===== src/hw/rtl/i2cm_pkg.sv =====
`default_nettype none

package i2cm_pkg;

  // configuration and field widths
  localparam int unsigned CFG_W        = 16;
  localparam int unsigned STEP_W       = 6;
  localparam int unsigned BYTE_W       = 8;
  localparam int unsigned TIMER_BITS_D = 16;
  localparam logic [CFG_W-1:0] DELAY_RESET = 16'd120;

  // command codes carried on the action field
  typedef enum logic [2:0] {
    CMD_IDLE  = 3'd0,
    CMD_START = 3'd1,
    CMD_STOP  = 3'd2,
    CMD_WRITE = 3'd3,
    CMD_READ  = 3'd4,
    CMD_ACK   = 3'd5,
    CMD_NACK  = 3'd6,
    CMD_CHECK = 3'd7
  } cmd_t;

  // line drive pair
  typedef struct packed {
    logic scl;
    logic sda;
  } lines_t;

  // number of line phases per command
  function automatic logic [STEP_W-1:0] phase_count(input cmd_t cmd);
    logic [STEP_W-1:0] n;
    unique case (cmd)
      CMD_IDLE:  n = 6'd0;
      CMD_START: n = 6'd3;
      CMD_STOP:  n = 6'd2;
      CMD_WRITE: n = 6'd32;
      CMD_READ:  n = 6'd16;
      default:   n = 6'd3;
    endcase
    return n;
  endfunction

  // line levels set when a phase begins
  function automatic lines_t enter_phase(input cmd_t cmd, input logic [STEP_W-1:0] step,
                                         input logic msb, input lines_t cur);
    lines_t l;
    l = cur;
    unique case (cmd)
      CMD_START: begin
        if (step == '0) begin
          l.scl = 1'b1;
          l.sda = 1'b1;
        end else if (step == 6'd1) begin
          l.sda = 1'b0;
        end else begin
          l.scl = 1'b0;
        end
      end
      CMD_STOP: begin
        if (step == '0) begin
          l.scl = 1'b1;
          l.sda = 1'b0;
        end else begin
          l.sda = 1'b1;
        end
      end
      CMD_WRITE: begin
        case (step[1:0])
          2'd0: l.sda = msb;
          2'd1: l.scl = 1'b1;
          2'd2: l.scl = 1'b0;
          default: begin
            // release sda after the last data bit
            if (step[STEP_W-1:2] == 4'd7) l.sda = 1'b1;
          end
        endcase
      end
      CMD_READ: begin
        if (!step[0]) begin
          if (step == '0) l.sda = 1'b1;
          l.scl = 1'b1;
        end else begin
          l.scl = 1'b0;
        end
      end
      CMD_ACK, CMD_NACK, CMD_CHECK: begin
        if (step == '0) l.sda = (cmd != CMD_ACK);
        else if (step == 6'd1) l.scl = 1'b1;
        else l.scl = 1'b0;
      end
      default: l = cur;
    endcase
    return l;
  endfunction

endpackage

`default_nettype wire


===== src/hw/rtl/i2c_master_bit_sequencer.sv =====
// channel  | direction | handshake            | payload
// cfg      | in        | cfg_valid/cfg_ready  | cfg_data (delay ticks per phase)
// in       | in        | in_valid/in_ready    | in_action, in_write_data, in_sda_in
// out      | out       | out_valid/out_ready  | scl, sda, busy, done, read byte, ack, rejected
//
// one transaction in, one out; a transaction is taken every cycle while in_ready is high
// the sequencer state and the result register update on the same edge
// in_ready is high while the result register is empty or being drained
// synchronous active-low reset: lines released, idle, delay 120
// cfg_ready is always high; write only while idle
`default_nettype none

module i2c_master_bit_sequencer
  import i2cm_pkg::*;
#(
  parameter int unsigned TIMER_BITS = TIMER_BITS_D
) (
  input  wire logic              clk,
  input  wire logic              rst_n,
  input  wire logic              cfg_valid,
  output logic                   cfg_ready,
  input  wire logic [CFG_W-1:0]  cfg_data,
  input  wire logic              in_valid,
  output logic                   in_ready,
  input  wire logic [2:0]        in_action,
  input  wire logic [BYTE_W-1:0] in_write_data,
  input  wire logic              in_sda_in,
  output logic                   out_valid,
  input  wire logic              out_ready,
  output logic                   out_scl_out,
  output logic                   out_sda_out,
  output logic                   out_busy_res,
  output logic                   out_done_res,
  output logic [BYTE_W-1:0]      out_read_byte_value,
  output logic                   out_ack_missing,
  output logic                   out_rejected
);

  logic [CFG_W-1:0]      delay_r;
  logic [TIMER_BITS-1:0] timer_r, timer_nxt, timer_load;
  logic [STEP_W-1:0]     step_r, step_nxt, step_inc;
  cmd_t                  cmd_r, cmd_nxt, act;
  logic [BYTE_W-1:0]     shift_r, shift_nxt, rdval_r, rdval_nxt;
  logic                  ack_r, ack_nxt;
  lines_t                lines_r, lines_nxt;
  logic                  rej, done, in_fire, phase_end;
  logic [CFG_W-1:0]      delay_min;

  logic                  out_valid_r;
  logic                  out_done_r, out_rej_r;

  assign cfg_ready = 1'b1;
  assign in_ready  = !out_valid_r || out_ready;
  assign in_fire   = in_valid && in_ready;
  assign act       = cmd_t'(in_action);

  // phase length: zero counts as one, saturate to the timer width
  assign delay_min = (delay_r == '0) ? CFG_W'(1) : delay_r;
  generate
    if (TIMER_BITS >= CFG_W) begin : g_load_wide
      assign timer_load = (TIMER_BITS)'(delay_min);
    end else begin : g_load_sat
      assign timer_load = (delay_min[CFG_W-1:TIMER_BITS] != '0) ? '1
                                                               : delay_min[TIMER_BITS-1:0];
    end
  endgenerate

  assign phase_end = (timer_r <= (TIMER_BITS)'(1));
  assign step_inc  = step_r + STEP_W'(1);

  // sequencer next state
  always_comb begin
    timer_nxt = timer_r;
    step_nxt  = step_r;
    cmd_nxt   = cmd_r;
    shift_nxt = shift_r;
    rdval_nxt = rdval_r;
    ack_nxt   = ack_r;
    lines_nxt = lines_r;
    rej       = 1'b0;
    done      = 1'b0;
    if (in_fire) begin
      if (cmd_r == CMD_IDLE) begin
        if (act != CMD_IDLE) begin
          cmd_nxt   = act;
          step_nxt  = '0;
          shift_nxt = (act == CMD_WRITE) ? in_write_data : '0;
          lines_nxt = enter_phase(act, '0, shift_nxt[BYTE_W-1], lines_r);
          timer_nxt = timer_load;
        end
      end else begin
        rej = (act != CMD_IDLE);
        if (timer_r != '0) timer_nxt = timer_r - (TIMER_BITS)'(1);
        if (phase_end) begin
          // end-of-phase sampling and shifting
          if (cmd_r == CMD_READ && !step_r[0]) begin
            shift_nxt = {shift_r[BYTE_W-2:0], in_sda_in};
          end else if (cmd_r == CMD_WRITE && step_r[1:0] == 2'd3) begin
            shift_nxt = {shift_r[BYTE_W-2:0], 1'b0};
          end else if (cmd_r == CMD_CHECK && step_r == STEP_W'(1)) begin
            ack_nxt = in_sda_in;
          end
          if (step_inc >= phase_count(cmd_r)) begin
            if (cmd_r == CMD_READ) rdval_nxt = shift_nxt;
            if (cmd_r == CMD_ACK) lines_nxt.sda = 1'b1;
            cmd_nxt  = CMD_IDLE;
            step_nxt = '0;
            done     = 1'b1;
          end else begin
            step_nxt  = step_inc;
            lines_nxt = enter_phase(cmd_r, step_inc, shift_nxt[BYTE_W-1], lines_r);
            timer_nxt = timer_load;
          end
        end
      end
    end
  end

  // configuration register
  always_ff @(posedge clk) begin
    if (!rst_n) begin
      delay_r <= DELAY_RESET;
    end else if (cfg_valid && cfg_ready) begin
      delay_r <= cfg_data;
    end
  end

  // sequencer state
  always_ff @(posedge clk) begin
    if (!rst_n) begin
      timer_r     <= '0;
      step_r      <= '0;
      cmd_r       <= CMD_IDLE;
      shift_r     <= '0;
      rdval_r     <= '0;
      ack_r       <= 1'b0;
      lines_r.scl <= 1'b1;
      lines_r.sda <= 1'b1;
    end else begin
      timer_r <= timer_nxt;
      step_r  <= step_nxt;
      cmd_r   <= cmd_nxt;
      shift_r <= shift_nxt;
      rdval_r <= rdval_nxt;
      ack_r   <= ack_nxt;
      lines_r <= lines_nxt;
    end
  end

  // result register
  always_ff @(posedge clk) begin
    if (!rst_n) begin
      out_valid_r <= 1'b0;
    end else if (in_fire) begin
      out_valid_r <= 1'b1;
    end else if (out_ready) begin
      out_valid_r <= 1'b0;
    end
  end

  always_ff @(posedge clk) begin
    if (in_fire) begin
      out_done_r <= done;
      out_rej_r  <= rej;
    end
  end

  // level outputs mirror the state, which changes only with a transaction
  assign out_valid           = out_valid_r;
  assign out_scl_out         = lines_r.scl;
  assign out_sda_out         = lines_r.sda;
  assign out_busy_res        = (cmd_r != CMD_IDLE);
  assign out_done_res        = out_done_r;
  assign out_read_byte_value = rdval_r;
  assign out_ack_missing     = ack_r;
  assign out_rejected        = out_rej_r;

  // idle sequencer sits at step zero
  a_idle_step: assert property (@(posedge clk) disable iff (!rst_n)
    (cmd_r == CMD_IDLE) |-> (step_r == '0))
    else $error("idle with nonzero step");

  // an active command always has a running phase timer
  a_busy_timer: assert property (@(posedge clk) disable iff (!rst_n)
    (cmd_r != CMD_IDLE) |-> (timer_r != '0))
    else $error("busy with expired timer");

  // step stays inside the command's phase list
  a_step_range: assert property (@(posedge clk) disable iff (!rst_n)
    (cmd_r != CMD_IDLE) |-> (step_r < phase_count(cmd_r)))
    else $error("step beyond phase count");

  // a command taken while idle starts a sequence
  a_start_cmd: assert property (@(posedge clk) disable iff (!rst_n)
    (in_fire && cmd_r == CMD_IDLE && act != CMD_IDLE) |=> (cmd_r != CMD_IDLE))
    else $error("command not started");

  // a finishing result never reports busy
  a_done_idle: assert property (@(posedge clk) disable iff (!rst_n)
    (out_valid_r && out_done_r) |-> !out_busy_res)
    else $error("done while busy");

endmodule

`default_nettype wire


===== config.mk =====
export PLATFORM = sky130hd
export DESIGN_NAME = i2c_master_bit_sequencer
export DESIGN_NICKNAME = d
export VERILOG_FILES = /design/src/hw/rtl/i2cm_pkg.sv /design/src/hw/rtl/i2c_master_bit_sequencer.sv
export SDC_FILE = /design/constraint.sdc
export NUM_CORES = 1
export LEC_CHECK = 0
export BUFFER_PORTS_ARGS = -buffer_cell sky130_fd_sc_hd__buf_4
export CAP_MARGIN = 20
export CORE_MARGIN = 2
export CORE_UTILIZATION = 30
export CTS_CLUSTER_SIZE = 10
export DETAILED_ROUTE_END_ITERATION = 8
export GPL_ROUTABILITY_DRIVEN = 0
export SYNTH_ARGS = -nofsm -noshare
export SYNTH_HDL_FRONTEND = slang
export SYNTH_SLANG_ARGS = --single-unit

===== constraint.sdc =====
create_clock -name clk -period 2.6 [get_ports clk]
set_input_delay 0.39 -clock clk [delete_from_list [all_inputs] [get_ports clk]]
set_output_delay 0.39 -clock clk [all_outputs]
set_load 0.02 [all_outputs]

==> results_dict.tcl <==
set metrics [dict create \
    synth.net_count 490 \
    critPathLaunch "cmd_r[2]" \
    setup.worst_path.end "out_sda_out" \
    irDropWorstVdd_mv 0.317 \
    final-seq-area_sq_mm 0.00129 \
    worst-slew-pin-transition_ns 0.811 \
    grt_util_all_layers_pct 15.0 \
    final-max-slew-violation-count 0 \
    ios 50 \
    synthesis.yosys.warnings 0 \
    cts_tree "yes" \
    floorplan.die_area_sq_mm 0.0135 \
    synth.lib_cells_used.distinct 59 \
    drt-vias-per-instance 5.11 \
    power_per_cell_area_mw_per_mm2 694 \
    setup-violations-final 0 \
    critical-path-max-stage-delay_ns 0.41 \
    leak_pwr_nw 2.00 \
    detail_route.first_pass.iterations 4 \
    grt_max_degree 38 \
    numClockSinks 63 \
    period_minus_slack_ns 2.57 \
    ys_dominant_reg_cell "sky130_fd_sc_hd__dfxtp_1" \
    layout.cells.most_common_list "sky130_fd_sc_hd__buf_4, sky130_fd_sc_hd__dfxtp_1, sky130_fd_sc_hd__nand2_1, sky130_fd_sc_hd__mux2i_1, sky130_fd_sc_hd__nor2_1" \
    vias_in_the_first_global_route 3216 \
    nets 555 \
    detailedRoute.firstIterationViolations 195 \
    ctsLongestPathBuffers 2 \
    floorplan.initialDensity_pct 31.1 \
    post-place-cells 668 \
    buffer_ports.inserted 48 \
    numCtsBuffers 9 \
    grt.overflow.total 0 \
    core_sq_mm 0.0122 \
    final_min_period_over_clock_period_pct 98.8 \
    number_of_antenna_violations_at_the_first_check_in_global_routing 0 \
    ys_async_sr_fraction_pct 0 \
    avgRoutedWirePerCell_um 15.1 \
    share_of_final_layout_standard_cells_stronger_than_drive_strength_1_pct 28.8 \
    crit_path_cell_trace "or3b_4 -> nand2_4 -> ha_4 -> a21oi_4 -> and4_4 -> o31ai_4 -> nand4b_1 -> a311oi_2 -> mux2_2" \
    mappedNetlistArea_sq_mm 0.00378 \
    ff2ff_setup_slack_ns 0.03 \
    worstSkewPairLatency_ns 0.33 \
    final_area_sq_mm 0.00494 \
    mostFrequentLayoutCell "sky130_fd_sc_hd__buf_4" \
    clk_slew_on_worst_s_h_paths_ns 0.06 \
    drtAntennaViolNets 0 \
    post-dp-hpwl_mm 7.41 \
    timing.critical_path.from_type "flip-flop" \
    n_antenna_cell 0 \
    setup_slack_ns 0.0324 \
    critical_path.reg2reg.endpoint "out_sda_out" \
    run_status "finished clean" \
    remaining_drc_errors 0 \
    max_clock_freq_ghz 0.389 \
    path_class "flip-flop to flip-flop" \
    count_of_state_elements_after_synthesis 63 \
    area_delta_synth_final_pct 30.8 \
    final.setup_skew_ns 0.00623 \
    via_count 3499 \
    detailed_place.area_sq_mm 0.00451 \
    synth.yosys.seq_area_share_pct 33.9 \
    timing.rr.start "cmd_r[2]" \
    crit_fanout 8 \
    synthCells 447 \
    dp_slack_ns -0.0575 \
    multiInputGateArea_sq_mm 0.00242 \
    cap_violations 0 \
    holdBufCountCts 0 \
    timing_hold_violations_final 0 \
    reg2regPathDepth 9 \
    count_of_flip_flops_with_a_built_in_enable_after_synthesis 2 \
    synthesis.area_per_instance_sq_um 8.45 \
    cts_max_level 3 \
    slew_headroom_pct 45.5 \
    power.total_w 0.00343 \
    worst-endpoint-arrival_ns 2.78 \
    timing.hold.worst.class "primary input to flip-flop" \
    layout.filler_cells 1215 \
    die_height_um 116 \
    clk_root_buffer_cell "sky130_fd_sc_hd__clkbuf_16" \
    chipWidth_um 116 \
    timing.critical_path.required_ns 2.82 \
    layout.cells.non_filler 685 \
    grt_first_pass_wirelength_mm 16.1 \
    placementRows 40 \
    final_design_utilization_pct 40.6 \
    drt_wl_total_mm 10.3 \
    timing.critical_path.slowest_stage_cell "sky130_fd_sc_hd__or3b_4" \
    worstSetupEndpointType "flip-flop" \
    unrepaired_setup_endpoints_after_global_routing "true" \
]
## sequential cells by signal, indices dropped and copies added, names as in the netlist
| signal | flops |
|---|---|
| out_valid | 1 |
| cmd_r | 3 |
| shift_r | 8 |
| out_scl_out | 1 |
| out_ack_missing | 1 |
| out_read_byte_value | 8 |
| out_sda_out | 1 |
| timer_r | 16 |
| delay_r | 16 |
| out_done_res | 1 |
| step_r | 6 |
| out_rejected | 1 |
## stage by stage
step           setup TNS (ns)  hold WS [ns]
2_1_floorplan         -0.0311         0.460
3_3_place_gp          -0.0151         0.477
3_5_place_dp           -0.416         0.484
4_1_cts              -0.00596         0.268
5_1_grt                -0.475         0.272
6_report                    0         0.276
## synth_stat cells (all sizes together) (3+ instances only)
library cell	number	share of area, %
mux2i	39	10
inv	9	0.89
mux2	9	2.7
nor3	12	1.7
nor3b	7	1.4
a21oi	29	3.9
nor2	36	3.6
buf	14	3.0
a31oi	4	0.66
nand2	50	5.2
a21boi	4	0.79
or2	3	0.50
and3	3	0.50
o22ai	14	2.7
a221oi	7	1.6
or3	8	1.5
nand2b	9	1.5
nor4	11	2.0
dfxtp	61	32
nor2b	24	4.0
xor2	6	1.4
xnor2	3	0.70
o21ai	19	2.6
nand3	10	1.3
clkbuf	16	1.6
or4	5	0.99
ha	10	3.3
o31ai	3	0.60
## critical path: cells and delay by family, from the launching register on
| kind | cells | cell delay, ns |
|---|---|---|
| AOI/OAI and AO/OA | 3 | 0.74 |
| adders and majority gates | 1 | 0.13 |
| DFF | 1 | 0.39 |
| muxes | 1 | 0.35 |
| and+or+nand+nor | 4 | 0.85 |
## metal layers
metal | part of all wire [%] | up-vias | track usage [%]
met1 | 47 | 1667 | 20.1
li1 | - | 1729 | -
met5 | 0 | - | 0
met3 | 4.7 | 14 | 3.58
met4 | 1.7 | 0 | 5.40
met2 | 47 | 89 | 23.8
## layout make-up
cell class                      count  area share (%)
Multi-Input combinational cell    345            49.0
Sequential cell                    63            26.2
Timing Repair Buffer               84            13.2
Clock buffer                       10            4.83
Tap cell                          168            4.25
Clock inverter                      6            1.85
Inverter                            9           0.683
## repair_timing
| action | CTS | global route |
|---|---|---|
| pin swaps | 3 | 9 |
| setup buffers | 0 | 1 |
| cloned | 0 | 0 |
| resized for setup | 7 | 20 |
| setup endpoints to repair | 24 | 35 |
## kinds of logic after synthesis
logic type	Yosys count	share of synthesized area, %
adder cells (fa/ha/maj)	10	3.31
AND/OR/NAND/NOR	185	26.0
buffers and inverters	39	5.46
multiplexers	48	13.0
flip-flops	63	33.9
AO/OA/AOI/OAI	92	16.1
other	1	0.0992
XOR/XNOR	9	2.09
## report_power, final
group	internal [W]	switching, W
Combinational	0.000455	0.000527
Clock	0.000871	0.000466
Sequential	0.00104	0.0000728
## worst min-delay path by stage
| stage | cells after the start | from | slack, ns | end |
|---|---|---|---|---|
| finish | 3 | cfg_data[5] | 0.28 | delay_r[5] |
| global route | 3 | cfg_data[5] | 0.27 | delay_r[5] |
| CTS | 3 | cfg_data[5] | 0.27 | delay_r[5] |
| detailed placement | 2 | timer_r[10] | 0.48 | timer_r[10] |
| global placement | 2 | timer_r[15] | 0.48 | timer_r[15] |
| floorplan | 2 | delay_r[3] | 0.46 | timer_r[3] |
(Power assumes the default switching activity.)
